## src/design/wage_pkg.sv

```systemverilog
// ----------------------------------------------------------------------------
// wage_pkg
// Shared types and constants for the weighted-age scheduler: field widths,
// command codes, sequencer states and the control bundles between modules.
// ----------------------------------------------------------------------------
package wage_pkg;

  // Default sizing
  localparam int USERS_DEF     = 8;
  localparam int TIME_BITS_DEF = 32;
  localparam int QLEN_BITS_DEF = 16;

  // Fixed port field widths
  localparam int USER_W      = 3;
  localparam int QIN_W       = 16;
  localparam int OUT_SCORE_W = 48;

  // Command codes carried in func
  localparam logic FUNC_UPDATE = 1'b0;
  localparam logic FUNC_TICK   = 1'b1;

  // Sequencer states
  typedef enum logic [1:0] {
    S_IDLE,
    S_LO,
    S_HI,
    S_FIN
  } wage_state_e;

  // Control toward the per-user store
  typedef struct packed {
    logic rd_en;
    logic q_we;
    logic t_we;
  } wage_store_ctrl_t;

  // Control toward the multiply-compare unit
  typedef struct packed {
    logic lo_en;
    logic hi_en;
    logic cmp_en;
    logic clr;
  } wage_unit_ctrl_t;

endpackage

```

## src/design/wage_store.sv

```systemverilog
// ----------------------------------------------------------------------------
// wage_store
// Per-user queue lengths and last-served ticks. One read port shared by
// both arrays, registered read data, and a valid bit per entry so that an
// entry never written since reset reads as zero.
// ----------------------------------------------------------------------------
module wage_store #(
  parameter int USERS     = wage_pkg::USERS_DEF,
  parameter int TIME_BITS = wage_pkg::TIME_BITS_DEF,
  parameter int QLEN_BITS = wage_pkg::QLEN_BITS_DEF
) (
  input  logic                       clk_i,
  input  logic                       rst_ni,
  input  wage_pkg::wage_store_ctrl_t ctrl_i,
  input  logic [$clog2(USERS)-1:0]   rd_addr_i,
  input  logic [$clog2(USERS)-1:0]   q_waddr_i,
  input  logic [QLEN_BITS-1:0]       q_wdata_i,
  input  logic [$clog2(USERS)-1:0]   t_waddr_i,
  input  logic [TIME_BITS-1:0]       t_wdata_i,
  output logic [QLEN_BITS-1:0]       qlen_o,
  output logic [TIME_BITS-1:0]       last_o
);

  logic [QLEN_BITS-1:0] q_mem [USERS];
  logic [TIME_BITS-1:0] t_mem [USERS];
  logic [USERS-1:0]     q_vld_q;
  logic [USERS-1:0]     t_vld_q;
  logic [QLEN_BITS-1:0] q_rd_q;
  logic [TIME_BITS-1:0] t_rd_q;
  logic                 q_rv_q;
  logic                 t_rv_q;

  // Write ports and registered read data
  always_ff @(posedge clk_i) begin
    if (ctrl_i.q_we) begin
      q_mem[q_waddr_i] <= q_wdata_i;
    end
    if (ctrl_i.t_we) begin
      t_mem[t_waddr_i] <= t_wdata_i;
    end
    if (ctrl_i.rd_en) begin
      q_rd_q <= q_mem[rd_addr_i];
      t_rd_q <= t_mem[rd_addr_i];
    end
  end

  // Track written entries; reset clears them all at once
  always_ff @(posedge clk_i or negedge rst_ni) begin
    if (!rst_ni) begin
      q_vld_q <= '0;
      t_vld_q <= '0;
      q_rv_q  <= 1'b0;
      t_rv_q  <= 1'b0;
    end else begin
      if (ctrl_i.q_we) begin
        q_vld_q[q_waddr_i] <= 1'b1;
      end
      if (ctrl_i.t_we) begin
        t_vld_q[t_waddr_i] <= 1'b1;
      end
      if (ctrl_i.rd_en) begin
        q_rv_q <= q_vld_q[rd_addr_i];
        t_rv_q <= t_vld_q[rd_addr_i];
      end
    end
  end

  // Unwritten entries read as zero
  assign qlen_o = q_rv_q ? q_rd_q : '0;
  assign last_o = t_rv_q ? t_rd_q : '0;

endmodule

```

## src/design/wage_unit.sv

```systemverilog
// ----------------------------------------------------------------------------
// wage_unit
// Shared multiply-compare unit. Forms one user's score in two halves of the
// elapsed time, then compares it against the running best (strictly greater
// wins, so ties keep the lower index).
// ----------------------------------------------------------------------------
module wage_unit #(
  parameter int USERS     = wage_pkg::USERS_DEF,
  parameter int TIME_BITS = wage_pkg::TIME_BITS_DEF,
  parameter int QLEN_BITS = wage_pkg::QLEN_BITS_DEF
) (
  input  logic                           clk_i,
  input  wage_pkg::wage_unit_ctrl_t      ctrl_i,
  input  logic [TIME_BITS-1:0]           tick_i,
  input  logic [TIME_BITS-1:0]           last_i,
  input  logic [QLEN_BITS-1:0]           qlen_i,
  input  logic [$clog2(USERS)-1:0]       idx_i,
  output logic [$clog2(USERS)-1:0]       win_idx_o,
  output logic [TIME_BITS+QLEN_BITS-1:0] win_score_o
);

  localparam int IDX_W   = $clog2(USERS);
  localparam int HALF    = (TIME_BITS + 1) / 2;
  localparam int HI_W    = TIME_BITS - HALF;
  localparam int SCORE_W = TIME_BITS + QLEN_BITS;
  localparam int PLO_W   = HALF + QLEN_BITS;
  localparam int PHI_W   = HI_W + QLEN_BITS;

  logic [TIME_BITS-1:0] elapsed;
  logic [PLO_W-1:0]     plo_d;
  logic [PLO_W-1:0]     plo_q;
  logic [HI_W-1:0]      el_hi_q;
  logic [QLEN_BITS-1:0] qlen_q;
  logic [IDX_W-1:0]     cur_idx_q;
  logic [PHI_W-1:0]     phi;
  logic [SCORE_W-1:0]   score_d;
  logic [SCORE_W-1:0]   score_q;
  logic [IDX_W-1:0]     score_idx_q;
  logic [SCORE_W-1:0]   best_q;
  logic [IDX_W-1:0]     best_idx_q;
  logic                 greater;

  // Low half: elapsed time and the first partial product
  assign elapsed = tick_i - last_i;
  assign plo_d   = PLO_W'(elapsed[HALF-1:0]) * PLO_W'(qlen_i);

  // High half: second partial product, shifted and added
  assign phi     = PHI_W'(el_hi_q) * PHI_W'(qlen_q);
  assign score_d = {phi, {HALF{1'b0}}} + SCORE_W'(plo_q);

  // Compare against the running best
  assign greater     = score_q > best_q;
  assign win_idx_o   = greater ? score_idx_q : best_idx_q;
  assign win_score_o = greater ? score_q : best_q;

  always_ff @(posedge clk_i) begin
    if (ctrl_i.lo_en) begin
      plo_q     <= plo_d;
      el_hi_q   <= elapsed[TIME_BITS-1:HALF];
      qlen_q    <= qlen_i;
      cur_idx_q <= idx_i;
    end
    if (ctrl_i.hi_en) begin
      score_q     <= score_d;
      score_idx_q <= cur_idx_q;
    end
    if (ctrl_i.clr) begin
      best_q     <= '0;
      best_idx_q <= '0;
    end else if (ctrl_i.cmp_en) begin
      best_q     <= win_score_o;
      best_idx_q <= win_idx_o;
    end
  end

endmodule

```

## src/design/weighted_age_scheduler.sv

```systemverilog
// Update transaction: stored at once on accept, no result.
// Tick transaction: the sequencer scans the users in order, taking each through
// S_LO then S_HI in the shared multiply-compare unit, and loads the result in S_FIN.
// Input is stalled from tick accept until the result is loaded, so no new tick is
// taken during a scan; the load also waits on a full output register.
// Reset clears the tick counter, sequencer and all per-entry valid bits at once.
// ----------------------------------------------------------------------------
// weighted_age_scheduler
// Max-weight scheduler: each tick grants the user with the greatest
// (elapsed ticks x queue length), ties to the lowest index.
// ----------------------------------------------------------------------------
module weighted_age_scheduler #(
  parameter int USERS     = wage_pkg::USERS_DEF,
  parameter int TIME_BITS = wage_pkg::TIME_BITS_DEF,
  parameter int QLEN_BITS = wage_pkg::QLEN_BITS_DEF
) (
  input  logic                             clk_i,
  input  logic                             rst_ni,
  input  logic                             in_valid_i,
  output logic                             in_stall_o,
  input  logic                             func_i,
  input  logic [wage_pkg::USER_W-1:0]      user_i,
  input  logic [wage_pkg::QIN_W-1:0]       queue_length_i,
  output logic                             out_valid_o,
  input  logic                             out_stall_i,
  output logic [wage_pkg::USER_W-1:0]      granted_user_o,
  output logic [wage_pkg::OUT_SCORE_W-1:0] winning_score_o
);

  localparam int IDX_W   = $clog2(USERS);
  localparam int SCORE_W = TIME_BITS + QLEN_BITS;
  localparam logic [IDX_W-1:0] LAST_IDX = IDX_W'(USERS - 1);
  localparam longint unsigned QMAX = (64'd1 << QLEN_BITS) - 64'd1;

  wage_pkg::wage_state_e      state_q, state_d;
  logic [IDX_W-1:0]           idx_q, idx_d;
  logic [TIME_BITS-1:0]       tick_q;
  logic                       out_valid_q;
  logic [wage_pkg::USER_W-1:0]      granted_q;
  logic [wage_pkg::OUT_SCORE_W-1:0] score_out_q;

  logic                       in_acc;
  logic                       tick_acc;
  logic                       user_ok;
  logic                       out_free;
  logic                       out_load;
  logic [QLEN_BITS-1:0]       q_wdata;
  logic [IDX_W-1:0]           rd_addr;
  wage_pkg::wage_store_ctrl_t store_ctrl;
  wage_pkg::wage_unit_ctrl_t  unit_ctrl;
  logic [QLEN_BITS-1:0]       qlen;
  logic [TIME_BITS-1:0]       last;
  logic [IDX_W-1:0]           win_idx;
  logic [SCORE_W-1:0]         win_score;

  // Handshake decode
  assign in_stall_o = (state_q != wage_pkg::S_IDLE);
  assign in_acc     = in_valid_i && !in_stall_o;
  assign tick_acc   = in_acc && (func_i == wage_pkg::FUNC_TICK);
  assign user_ok    = 32'(user_i) < USERS;
  assign out_free   = !out_valid_q || !out_stall_i;
  assign out_load   = (state_q == wage_pkg::S_FIN) && out_free;

  // Saturate the incoming queue length to the stored width
  assign q_wdata = (64'(queue_length_i) > QMAX) ? '1 : QLEN_BITS'(queue_length_i);

  // Next state
  always_comb begin
    state_d = state_q;
    unique case (state_q)
      wage_pkg::S_IDLE: begin
        if (tick_acc) state_d = wage_pkg::S_LO;
      end
      wage_pkg::S_LO: begin
        state_d = wage_pkg::S_HI;
      end
      wage_pkg::S_HI: begin
        state_d = (idx_q == LAST_IDX) ? wage_pkg::S_FIN : wage_pkg::S_LO;
      end
      wage_pkg::S_FIN: begin
        if (out_free) state_d = wage_pkg::S_IDLE;
      end
      default: state_d = wage_pkg::S_IDLE;
    endcase
  end

  // Sequencer outputs
  always_comb begin
    idx_d      = idx_q;
    rd_addr    = idx_q + IDX_W'(1);
    store_ctrl = '0;
    unit_ctrl  = '0;
    unique case (state_q)
      wage_pkg::S_IDLE: begin
        rd_addr          = '0;
        store_ctrl.rd_en = tick_acc;
        store_ctrl.q_we  = in_acc && (func_i == wage_pkg::FUNC_UPDATE) && user_ok;
        unit_ctrl.clr    = tick_acc;
        if (tick_acc) idx_d = '0;
      end
      wage_pkg::S_LO: begin
        unit_ctrl.lo_en  = 1'b1;
        unit_ctrl.cmp_en = (idx_q != '0);
      end
      wage_pkg::S_HI: begin
        unit_ctrl.hi_en  = 1'b1;
        store_ctrl.rd_en = (idx_q != LAST_IDX);
        if (idx_q != LAST_IDX) idx_d = idx_q + IDX_W'(1);
      end
      wage_pkg::S_FIN: begin
        store_ctrl.t_we = out_free;
      end
      default: ;
    endcase
  end

  // Sequencer, tick counter and output register control
  always_ff @(posedge clk_i or negedge rst_ni) begin
    if (!rst_ni) begin
      state_q     <= wage_pkg::S_IDLE;
      idx_q       <= '0;
      tick_q      <= '0;
      out_valid_q <= 1'b0;
    end else begin
      state_q <= state_d;
      idx_q   <= idx_d;
      if (out_load) begin
        tick_q      <= tick_q + TIME_BITS'(1);
        out_valid_q <= 1'b1;
      end else if (!out_stall_i) begin
        out_valid_q <= 1'b0;
      end
    end
  end

  // Hold the result payload until it is taken
  always_ff @(posedge clk_i) begin
    if (out_load) begin
      granted_q   <= wage_pkg::USER_W'(win_idx);
      score_out_q <= wage_pkg::OUT_SCORE_W'(win_score);
    end
  end

  assign out_valid_o     = out_valid_q;
  assign granted_user_o  = granted_q;
  assign winning_score_o = score_out_q;

  wage_store #(
    .USERS     (USERS),
    .TIME_BITS (TIME_BITS),
    .QLEN_BITS (QLEN_BITS)
  ) u_store (
    .clk_i     (clk_i),
    .rst_ni    (rst_ni),
    .ctrl_i    (store_ctrl),
    .rd_addr_i (rd_addr),
    .q_waddr_i (IDX_W'(user_i)),
    .q_wdata_i (q_wdata),
    .t_waddr_i (win_idx),
    .t_wdata_i (tick_q),
    .qlen_o    (qlen),
    .last_o    (last)
  );

  wage_unit #(
    .USERS     (USERS),
    .TIME_BITS (TIME_BITS),
    .QLEN_BITS (QLEN_BITS)
  ) u_unit (
    .clk_i       (clk_i),
    .ctrl_i      (unit_ctrl),
    .tick_i      (tick_q),
    .last_i      (last),
    .qlen_i      (qlen),
    .idx_i       (idx_q),
    .win_idx_o   (win_idx),
    .win_score_o (win_score)
  );

  // Scan must have covered every user before the grant
  a_scan_done: assert property (@(posedge clk_i) disable iff (!rst_ni)
    state_q == wage_pkg::S_FIN |-> idx_q == LAST_IDX)
    else $error("grant reached before scan finished");

  // An update transaction never starts a scan
  a_update_idle: assert property (@(posedge clk_i) disable iff (!rst_ni)
    (in_acc && func_i == wage_pkg::FUNC_UPDATE) |=> state_q == wage_pkg::S_IDLE)
    else $error("update transaction left idle");

  // Each grant advances the tick counter by exactly one
  a_tick_step: assert property (@(posedge clk_i) disable iff (!rst_ni)
    out_load |=> (out_valid_o && tick_q == $past(tick_q) + TIME_BITS'(1)))
    else $error("tick counter out of step with grants");

endmodule

```

## config.mk

```make
export PLATFORM = sky130hd
export DESIGN_NAME = weighted_age_scheduler
export DESIGN_NICKNAME = d
export VERILOG_FILES = /design/src/design/wage_pkg.sv /design/src/design/wage_store.sv /design/src/design/wage_unit.sv /design/src/design/weighted_age_scheduler.sv
export SDC_FILE = /design/constraint.sdc
export NUM_CORES = 2
export LEC_CHECK = 0
export BUFFER_PORTS_ARGS = -buffer_cell sky130_fd_sc_hd__buf_2
export CAP_MARGIN = 30
export CORE_MARGIN = 1.5
export CORE_UTILIZATION = 60
export DETAILED_ROUTE_END_ITERATION = 7
export PLACE_DENSITY = 0.77
export SLEW_MARGIN = 20
export SYNTH_ARGS = -nofsm -noshare
export SYNTH_HDL_FRONTEND = slang
export SYNTH_SLANG_ARGS = --single-unit
```

## constraint.sdc

```tcl
create_clock -name clk_i -period 13.1 [get_ports clk_i]
set_clock_uncertainty 0.05 [all_clocks]
set_input_delay 1.31 -clock clk_i [delete_from_list [all_inputs] [get_ports clk_i]]
set_output_delay 1.31 -clock clk_i [all_outputs]
set_load 0.02 [all_outputs]
```

==> summary.txt <==
Status
  • Status: finished clean

Route
  • DR iter-0 viols: ~2,700
  • DRT Wirelength: 110.3 mm
  • Wire per inst: 20.88 um
  • Avg Vias per Cell: between 5 and 6
  • DRC: 0
  • DRT Pass-1 Iters: 6
  • Post-route ant nets: 0
  • Vias: 31,300

Job
  • Max Cap Viol: 0

Critical path
  • Worst EP required: 13.41 ns
  • Crit-path max FO: 12
  • Critical path buffers and inverters: 3
  • CP startpoint kind: register
  • Kind of critical path: register to register
  • Largest delay contributor family on the critical path: adder cells
  • Critical Path Max Stage Delay: 0.58 ns
  • Worst reg-to-reg setup slack: a little over 4 ns
  • Max stage delay cell, worst path: dfrtp_1
  • Cell mode on critical path: fa_1
  • Critical path endpoint category: register
  • Crit path DAT: approximately 9.4 ns

Logic synthesis
  • Yosys top cell by area: edfxtp_1
  • Synth Area in Adders: 24.66%
  • Post-synth net total: 4,877
  • Synth Area in Simple Gates: 11.61%
  • Register bit total from synthesis: approximately 710
  • Number of synthesized flops with an enable pin: 601
  • Top area cells in the synthesized netlist: edfxtp_1 (38%), fa_1 (17%), ha_1 (8.1%), nand2_1 (4.6%), inv_1 (4.1%)
  • Yosys cell types: 81
  • Synth Area in Compound Gates: under 10%
  • Asr flop ratio synth: 7.910%
  • Main combinational cell family by area after synthesis: adder cells
  • Seq/Total Area, Yosys: between 40% and 50%
  • Synth Area in XOR/XNOR: 2.874%
  • Gate Count Post-Synth: roughly 4,200
  • Syn. warnings: 0
  • Syn_area_per_cell: 11.37 um2
  • Multiplexer share of the synthesized area: 3.695%
  • Post-synth top flop: edfxtp_1
  • Proportion of netlist area held by the largest area contributor: 38.20%
  • Synthesized area: 47,240 um2

Placed design
  • Dpl cells: about 5,100
  • HPWL after detailed placement: 76.23 mm
  • Port bufs: 76
  • GP Congestion: between 0.9 and 1
  • Post-Place Cell Area: 48,760 um2

Timing
  • Final hold viol count: 0
  • Setup Viol. Count Final: 0
  • Post-route setup TNS: 0 ns
  • Worst slew pin tran: 0.9790 ns
  • Final min period: ~9 ns
  • Unrepaired setup endpoints after global routing: no
  • Fin crit share: ~69%
  • Fmax: ~110 MHz
  • Max Slew Vio Count: 0
  • Rel. slew slack: 34.51%

Clocking
  • Setup bufs post-CTS: 0
  • PostCTS Resize Cnt: 0
  • Clk root buf: clkbuf_16
  • TritonCTS clock tree: yes
  • H-tree levels: 3
  • Clock sink count: 708
  • Num CTS Buffers: 74
  • CTS Hold Bufs: 0
  • Clock Pin Slew Worst Setup and Hold Paths: 0.06 ns
  • Clock Tree Buf Depth: 3
  • Clock Latency Late Sink: 0.69 ns

Finish
  • FF+latch area: 20,470 um2
  • Post-layout util: between 60% and 70%
  • Multi-input logic area: roughly 24,000 um2
  • Fillers: 5,695
  • Layout area overhead: 8.486%
  • Diodes inserted: 0
  • Commonest cells after routing, fill and taps aside: edfxtp_1 (601), nand2_1 (578), inv_1 (520)
  • Final non-filler cell area: about 51,000 um2
  • Leading cell type in the layout, fill and taps excluded: edfxtp_1
  • Layout cells sized above 1: 7.899%
  • NumNets Final: 4,905
  • Post-Layout Cell Count: 5,281

GRT
  • Global Route Usage Sum: between 20% and 30%
  • Initial antenna violation count: 0
  • Grt ovf: 0
  • Global-route wire length before repair: around 170 mm
  • Via count of the first global-routing pass: 31,720
  • Largest net degree at the start of global routing: 106

Floorplanning
  • Rows: around 100
  • IO Count: 77
  • Die W: roughly 280 um
  • Die Y: ~280 um
  • Core footprint: between 70,000 and 80,000 um2
  • Die ar.: 80,420 um2
  • Starting Density: 60.78%

Min path
  • Hold/Removal Path Class: register to register
[metal layers]
metal | vias up | part of all wire (%) | track usage (%)
li1 | 14220 | - | -
met2 | 1303 | 48 | 45.28
met3 | 274 | 7.6 | 5.008
met1 | 15500 | 41 | 36.97
met4 | 0 | 3.6 | 10.31
met5 | - | 0 | 0
[Yosys cell counts (all sizes together) (4+ instances only)]
| cell type | n |
|---|---|
| o221ai | 51 |
| mux2 | 6 |
| or2 | 22 |
| fa | 390 |
| o21a | 23 |
| ha | 307 |
| a2111oi | 4 |
| inv | 523 |
| a2bb2oi | 48 |
| and4 | 5 |
| a211oi | 9 |
| and3 | 21 |
| xnor2 | 107 |
| o211ai | 62 |
| o21bai | 11 |
| nand3 | 84 |
| nand4 | 28 |
| or3 | 12 |
| a31oi | 6 |
| nor2 | 241 |
| clkbuf | 133 |
| nor4 | 4 |
| dfrtp | 56 |
| nor3 | 17 |
| o21ai | 155 |
| nand3b | 6 |
| buf | 37 |
| mux2i | 57 |
| a21oi | 103 |
| nor3b | 8 |
| and2 | 130 |
| edfxtp | 601 |
| nand2b | 23 |
| xor2 | 48 |
| a21boi | 4 |
| dfxtp | 51 |
| nand4b | 10 |
| mux4 | 49 |
| nor2b | 12 |
| nand2 | 580 |
| a21o | 64 |
[layout make-up]
type	instances	area share, %
timing repair buffer	122	1.480
clock inverter	34	0.9253
inverter	526	3.853
sequential	708	39.95
tap	1040	2.539
clock buffer	99	3.875
multi-input combinational	2752	47.38
[cells by family (layout without fill, tap and decap cells)]
group | Yosys count | in the layout
AOI/OAI and AO/OA | 577 | 577
xor gates and xnor gates | 155 | 155
adders and majority gates | 697 | 697
buffers and inverters | 696 | 781
DFF | 708 | 708
muxes | 112 | 112
and+or+nand+nor | 1211 | 1211
[flip-flops by register name (all words and copies together), names as in the netlist, 8 cells and up]
register / count
u_store.q_mem: 128
u_store.q_vld_q: 8
u_unit.qlen_q: 16
winning_score_o: 48
u_store.t_rd_q: 32
u_store.q_rd_q: 16
u_unit.score_q: 48
u_unit.best_q: 48
u_store.t_vld_q: 8
u_unit.el_hi_q: 16
u_store.t_mem: 256
u_unit.plo_q: 32
tick_q: 32
[through the flow]
| stage | setup slack (ns) | hold WS, ns |
|---|---|---|
| after global routing | 3.444 | 0.3695 |
| after floorplan | 4.668 | 0.3503 |
| after CTS | 4.044 | 0.3584 |
| final | 4.021 | 0.3653 |
| after global placement | 3.770 | 0.3511 |
| after detailed placement | 4.110 | 0.3552 |
[path summary, 6_finish.rpt]
kind / start / endpoint / cells after the start
min in group asynchronous: rst_ni / u_store.t_vld_q[3] / 2
worst min-delay path: u_unit.plo_q[7] / u_unit.score_q[7] / 0
max in group asynchronous: rst_ni / idx_q[0] / 2
worst max register to register: u_store.t_rv_q / u_unit.plo_q[31] / 32
worst max-delay path: u_store.t_rv_q / u_unit.plo_q[31] / 32
worst min register to register: u_unit.plo_q[7] / u_unit.score_q[7] / 0
Power is not shown: default switching activity piles up to over one toggle a cycle in this logic, so the estimate is an artifact.
